$ cat src/wrv_pkg.sv
// ----------------------------------------------------------------------------
// wrv_pkg: shared definitions for the weighted running variance unit
// Default sizes, divider widths and the request and response bundles that
// pass between the sequencer and the shared divider.
// ----------------------------------------------------------------------------
package wrv_pkg;

  localparam int VALUE_WIDTH_DEF  = 16;
  localparam int WEIGHT_WIDTH_DEF = 16;
  localparam int COUNT_WIDTH_DEF  = 16;

  localparam int MUL_W      = 32;
  localparam int DIV_REM_W  = 32;
  localparam int DIV_LOW_W  = 64;
  localparam int DIV_STEP_W = 7;

  localparam int OUT_COUNT_W  = 16;
  localparam int OUT_CENTRE_W = 16;
  localparam int OUT_SPREAD_W = 32;

  typedef struct packed {
    logic                  start;
    logic [DIV_REM_W-1:0]  divisor;
    logic [DIV_REM_W-1:0]  rem_init;
    logic [DIV_LOW_W-1:0]  low_init;
    logic [DIV_STEP_W-1:0] steps;
  } div_req_t;

  typedef struct packed {
    logic                 done;
    logic [DIV_LOW_W-1:0] quot;
  } div_rsp_t;

endpackage

$ cat src/wrv_div.sv
// ----------------------------------------------------------------------------
// wrv_div: shared restoring divider
// Produces one quotient bit per cycle. The caller loads the high part of the
// dividend as the starting remainder, which must be below the divisor, and
// the low part left aligned; after the given number of steps the quotient
// sits right aligned in the shift register.
// ----------------------------------------------------------------------------
module wrv_div (
  input  logic               clk,
  input  logic               rst,
  input  wrv_pkg::div_req_t  req,
  output wrv_pkg::div_rsp_t  rsp
);

  logic [wrv_pkg::DIV_REM_W-1:0]  rem;
  logic [wrv_pkg::DIV_REM_W-1:0]  dvsr;
  logic [wrv_pkg::DIV_LOW_W-1:0]  shreg;
  logic [wrv_pkg::DIV_STEP_W-1:0] cnt;
  logic                           busy;
  logic                           done;

  logic [wrv_pkg::DIV_REM_W:0]    trial;
  logic [wrv_pkg::DIV_REM_W:0]    diff;
  logic                           fits;

  always_comb begin
    trial = {rem, shreg[wrv_pkg::DIV_LOW_W-1]};
    diff  = trial - {1'b0, dvsr};
    fits  = (trial >= {1'b0, dvsr});
  end

  always_ff @(posedge clk) begin
    if (rst) begin
      busy <= 1'b0;
      done <= 1'b0;
      cnt  <= '0;
    end else begin
      done <= 1'b0;
      if (req.start) begin
        rem   <= req.rem_init;
        dvsr  <= req.divisor;
        shreg <= req.low_init;
        cnt   <= req.steps;
        busy  <= 1'b1;
      end else if (busy) begin
        rem   <= fits ? diff[wrv_pkg::DIV_REM_W-1:0] : trial[wrv_pkg::DIV_REM_W-1:0];
        shreg <= {shreg[wrv_pkg::DIV_LOW_W-2:0], fits};
        cnt   <= cnt - 1'b1;
        if (cnt == wrv_pkg::DIV_STEP_W'(1)) begin
          busy <= 1'b0;
          done <= 1'b1;
        end
      end
    end
  end

  assign rsp.done = done;
  assign rsp.quot = shreg;

  a_start_when_free: assert property (@(posedge clk) disable iff (rst)
    req.start |-> !busy)
    else $error("divider started while busy");

  a_done_after_busy: assert property (@(posedge clk) disable iff (rst)
    done |-> $past(busy) && !busy)
    else $error("divider done without a run");

  a_busy_has_steps: assert property (@(posedge clk) disable iff (rst)
    busy |-> cnt != '0)
    else $error("divider busy with no steps left");

endmodule

$ cat config.mk
export PLATFORM = sky130hd
export DESIGN_NAME = wrv_div
export DESIGN_NICKNAME = d
export VERILOG_FILES = /design/src/wrv_pkg.sv /design/src/wrv_div.sv
export SDC_FILE = /design/constraint.sdc
export NUM_CORES = 1
export LEC_CHECK = 0
export BUFFER_PORTS_ARGS = -buffer_cell sky130_fd_sc_hd__buf_2
export CAP_MARGIN = 30
export CELL_PAD_IN_SITES_DETAIL_PLACEMENT = 2
export CELL_PAD_IN_SITES_GLOBAL_PLACEMENT = 2
export CORE_MARGIN = 1.5
export CORE_UTILIZATION = 36
export DETAILED_ROUTE_END_ITERATION = 6
export PLACE_DENSITY_LB_ADDON = 0.1
export SLEW_MARGIN = 20
export SYNTH_ARGS = -nofsm -noshare
export SYNTH_HDL_FRONTEND = slang
export SYNTH_SLANG_ARGS = --single-unit
$ cat constraint.sdc
create_clock -name clk -period 14.1 [get_ports clk]
set_clock_uncertainty 0.05 [all_clocks]
set_input_delay 1.41 -clock clk [delete_from_list [all_inputs] [get_ports clk]]
set_output_delay 1.41 -clock clk [all_outputs]
set_load 0.05 [all_outputs]
# After elaboration in Yosys (flattened, before gate mapping)
# Cells that the tools add are included.
# op_classes
n_reduce_logical,4
mux,11
eq_ne,1
n_lt_le_gt_ge,1
bitwise_logic,2
add_sub_neg,2
# ops
op,n
$mux W64,2
$mux W32,3
$ge A33 B32 Y1,1
$sub A32 B32 Y32,1
$mux W7,2
$eq A7 B1 Y1 const B,1
$sub A7 B1 Y7 const B,1
$mux W1,4
$reduce_and A2 Y1,2
$reduce_or A3 Y1,1
$not A1 Y1,2
$reduce_bool A2 Y1,1
# totals
output_inout_bits,65
regBits,137
in_bits,138

# Logic depth before layout (Yosys ltp)
# logic_depth
ltp_word,4
ltp_mapped,13
ltp_nobuf,12

# Least setup slack after synthesis
# No wires, ideal clock.
# synth_timing
path_kind,input to register
startpoint,input req[135] in the netlist's numbering
endpoint,register rem[0] in the netlist's numbering (enable)
slack_ns,7.199
t_arrival_ns,6.300
required_ns,13.499
path_stages,5
path_cell_list,clkbuf_1 -> clkbuf_1 -> buf_1 -> nor2_1 -> nor2_1
# synth_between
elab_chain_len,2
# synth_rtl
element,line,rtl
from (decl),wrv_div.sv:11,"input wrv_pkg::div_req_t req,"
$reduce_bool A2 Y1 (no source line),--,
$reduce_and A2 Y1 (no source line),--,
to (signal assigned),wrv_div.sv:40,rem <= req.rem_init;
to (signal assigned),wrv_div.sv:46,rem <= fits ? diff[wrv_pkg::DIV_REM_W-1:0] : trial[wrv_pkg::DIV_REM_W-1:0];
to (decl),wrv_div.sv:15,logic [wrv_pkg::DIV_REM_W-1:0] rem;
# No other way between the ends.
# A chain may end at the register's enable or synchronous reset.

# Worst setup path after layout
# layout_timing
startpoint,register rem[15] in the netlist's numbering
endpoint,register rem[29] in the netlist's numbering (data pin)
# layout_between
elab_chain_len,4
elab_cells_between_ends,5
classes_between,add/sub (1); order compare (1); mux (3)
# layout_rtl
element,line,rtl
$sub A32 B32 Y32 / $ge A33 B32 Y1 (equally long branches),"wrv_div.sv:28, wrv_div.sv:29",
$mux W32 (*),wrv_div.sv:46,
$mux W32 (*),wrv_div.sv:45,end else if (busy) begin
$mux W32 (*),wrv_div.sv:39,if (req.start) begin
# Every way passes the cells marked *; elsewhere a longest branch is shown, timed or not. The select of a mux whose other input is x is not followed.

==> metrics.txt <==
Slew headroom 36.7%; sum of negative setup slack 0 ns; number of enable flip-flop cells after synthesis 128; most used standard cell by instance count after synthesis sky130_fd_sc_hd__edfxtp_1; flop and latch count out of synthesis 137; grt ovf 0; Root Driver sky130_fd_sc_hd__clkbuf_16; Hold Violations, Final 0; CTS sink cnt 137; Final Net Count 1053; power per cell area 136 nW/um2; type of the most critical hold path flip-flop to flip-flop; placeable core area 21000 um2; post-route setup slack 10.13 ns; Worst EP arrival 4.11 ns; number of buffers created by CTS 17; Critical R2R Launch rem[15]$_DFFE_PP_; beginning of the critical path rem[15]$_DFFE_PP_; number of nets with antenna violations after detailed routing 0; end of the worst register-to-register path rem[29]$_DFFE_PP_; cell-by-cell trace of the critical path ha_1, a21oi_1, o211ai_1, a211o_1, o211a_1, or3_4, nand2_1, buf_4, nor2_1, a221o_1; net count after synthesis 867; capture point of the critical path rem[29]$_DFFE_PP_; critical path data required time 14.24 ns; Clk network pwr share 35.3%; half-perimeter wire length of the detailed placement result 17700 um; clock tree buffer depth 2; post-route DRC violation count 0; type of destination of the critical path flip-flop; Maximum Capacitance Violations 0; global-route wire length before repair 38200 um; maximum number of pins on one net before global-route repair 75; num rows 53; setup repair bufs after CTS 0; number of buffers added to fix hold violations after cts 0; cell count of the worst reg-to-reg path 10; predominant post-synthesis flop cell sky130_fd_sc_hd__edfxtp_1; die extent in y 149 um; Overall Global Routing Usage 22.5%; Internal Dissipation 858 uW; status finished clean; initial core utilization 36.6%; count of input and output buffers 202; cell type contributing the most total cell area after synthesis sky130_fd_sc_hd__edfxtp_1; antenna violations before repair 4; cell depth of the worst min-delay path 1; die area 22300 um2; routability-driven placement congestion ratio 0.859; die boundary width 149 um; cell area after synthesis 7690 um2; Seq/Total Area, Yosys 52.3%; first-pass iteration count of the detailed router 4; logic gate share of total power 25.7%; CP max FO 18; fmax 0.252 GHz; area growth from synthesis to layout 23.7%; area share of the largest cell type after synthesis 50.0%; number of global-route vias before repair 6961; IR Drop Worst-Case VDD 0.0844 mV; switching fraction of total power 33.5%; worst slack after detailed placement 9.97 ns; clock slew at reported path FFs 0.07 ns; mean post-synth cell area 11.1 um2; setup-violating endpoint count in the final report 0; register-to-register path setup slack 10.13 ns; classification of the worst setup path flip-flop to flip-flop; Psw 432 uW; Startpoint Class flip-flop; Worst path slowest cell sky130_fd_sc_hd__nand2_1; Syn Inst Count 694; I/O Pins 203; count of H-tree levels built during CTS 4; Routed wire per std cell 20.9 um; vias post-DR 6183; max incr delay on CP 0.64 ns; leakage dissipation 0.00395 uW; post-synthesis async set-or-reset flop share 0%; most common library cells after synthesis sky130_fd_sc_hd__edfxtp_1, sky130_fd_sc_hd__mux2_2, sky130_fd_sc_hd__nand2_1, sky130_fd_sc_hd__a21oi_1, sky130_fd_sc_hd__nor2_1; clock insertion delay at the later pin of the skew report 0.43 ns; final max-slew violation count 0; worst slew pin tran 0.949 ns; unrepaired setup endpoints after global routing no; Warnings, synthesis 0; layout cell share with drive strength beyond 1 34.9%; routed vias/inst 5.29; CTS-repair resized insts 0; sequential fraction of design power 39.1%; final period demand of the worst path 3.97 ns; final critical-path share of the clock period 28.2%; most area-consuming cells after synthesis sky130_fd_sc_hd__edfxtp_1, sky130_fd_sc_hd__mux2_2, sky130_fd_sc_hd__ha_1; TritonCTS clock tree built; total detailed-routing wirelength 24500 um; number of design-rule violations left by the first detailed-router iteration 245; library cells used by synthesis 57
-- worst min path at each step --
stage,from,end,slack [ns]
floorplan,cnt[6]$_SDFFE_PP0N_,busy$_SDFF_PP0_,0.46
global placement,shreg[42]$_DFFE_PP_,shreg[43]$_DFFE_PP_,0.51
detailed placement,shreg[1]$_DFFE_PP_,shreg[2]$_DFFE_PP_,0.52
CTS,shreg[16]$_DFFE_PP_,shreg[17]$_DFFE_PP_,0.53
global route,shreg[47]$_DFFE_PP_,shreg[48]$_DFFE_PP_,0.55
finish,shreg[48]$_DFFE_PP_,shreg[49]$_DFFE_PP_,0.53
-- critical path: cells and delay by family (launching register included) --
family                     cells  cell delay (ns)
AOI/OAI and AO/OA              5             1.37
DFF                            1             0.41
buffers and inverters          1             0.32
and+or+nand+nor                3             1.15
adders and majority gates      1             0.41
-- through the flow --
stage / hold slack, ns / area [um2] / utilization [%] / power, uW / instances
CTS: 0.534 / 9490 / 45.1 / 1300 / 1167
floorplan: 0.461 / 7690 / - / 746 / 694
finish: 0.528 / 9520 / 45.3 / 1290 / 1169
detailed placement: 0.517 / 8910 / 42.4 / 842 / 1135
global route: 0.553 / 9520 / 45.3 / 1350 / 1169
global placement: 0.505 / 8910 / 42.4 / 829 / 1135
-- power groups by stage --
stage                     Sequential (uW)  Combinational, uW  Clock [uW]
final                                 504                331         455
after global routing                  508                362         480
after CTS                             505                334         464
after detailed placement              512                330           0
after global placement                511                318           0
after floorplan                       551                195           0
-- cell usage in the layout (no fill, tap or decap), types with 9 or more instances in the layout --
cell type                     n
sky130_fd_sc_hd__dfxtp_1      9
sky130_fd_sc_hd__mux2_2      65
sky130_fd_sc_hd__nand3_1     13
sky130_fd_sc_hd__nor3_1      13
sky130_fd_sc_hd__nand2_1     63
sky130_fd_sc_hd__buf_2      201
sky130_fd_sc_hd__inv_1       48
sky130_fd_sc_hd__edfxtp_1   128
sky130_fd_sc_hd__clkbuf_16   17
sky130_fd_sc_hd__a21oi_1     53
sky130_fd_sc_hd__nor2_1      47
sky130_fd_sc_hd__o21ai_0     27
sky130_fd_sc_hd__ha_1        34
sky130_fd_sc_hd__xnor2_1     23
sky130_fd_sc_hd__a31oi_1     18
-- layer usage --
layer  routed length, um  share of wire [%]  track usage [%]  vias up
li1                    -                  -                -     2929
met1                9750                 40             25.3     3059
met2               12700                 52             40.8      168
met3                1620                6.6             7.13       25
met4                 337                1.4             6.19        2
met5                  14              0.057                0        -
-- logic make-up (layout without fill, tap and decap cells) --
kind of cell / count (synthesis) / count (layout) / share of synthesized area (%)
other: 0 / 1 / 0
AOI/OAI and AO/OA: 153 / 153 / 12.5
and+or+nand+nor: 179 / 179 / 10.9
buffers and inverters: 90 / 289 / 4.85
adders and majority gates: 35 / 35 / 5.79
DFF: 137 / 137 / 52.3
xor gates and xnor gates: 29 / 29 / 3.30
muxes: 71 / 71 / 10.3
-- state kept, by name (all words and copies together) (netlist names) --
| name | count |
|---|---|
| busy | 1 |
| cnt | 7 |
| done | 1 |
| dvsr | 32 |
| rem | 32 |
| shreg | 64 |
-- final cells by class --
class,instances,area [um2]
tap,275,344
sequential,137,4020
timing repair buffer,208,1080
clock inverter,14,149
inverter,49,184
antenna,1,2.50
multi-input combinational,467,3300
fill,2234,11500
clock buffer,18,429
(Power assumes the default switching activity.)
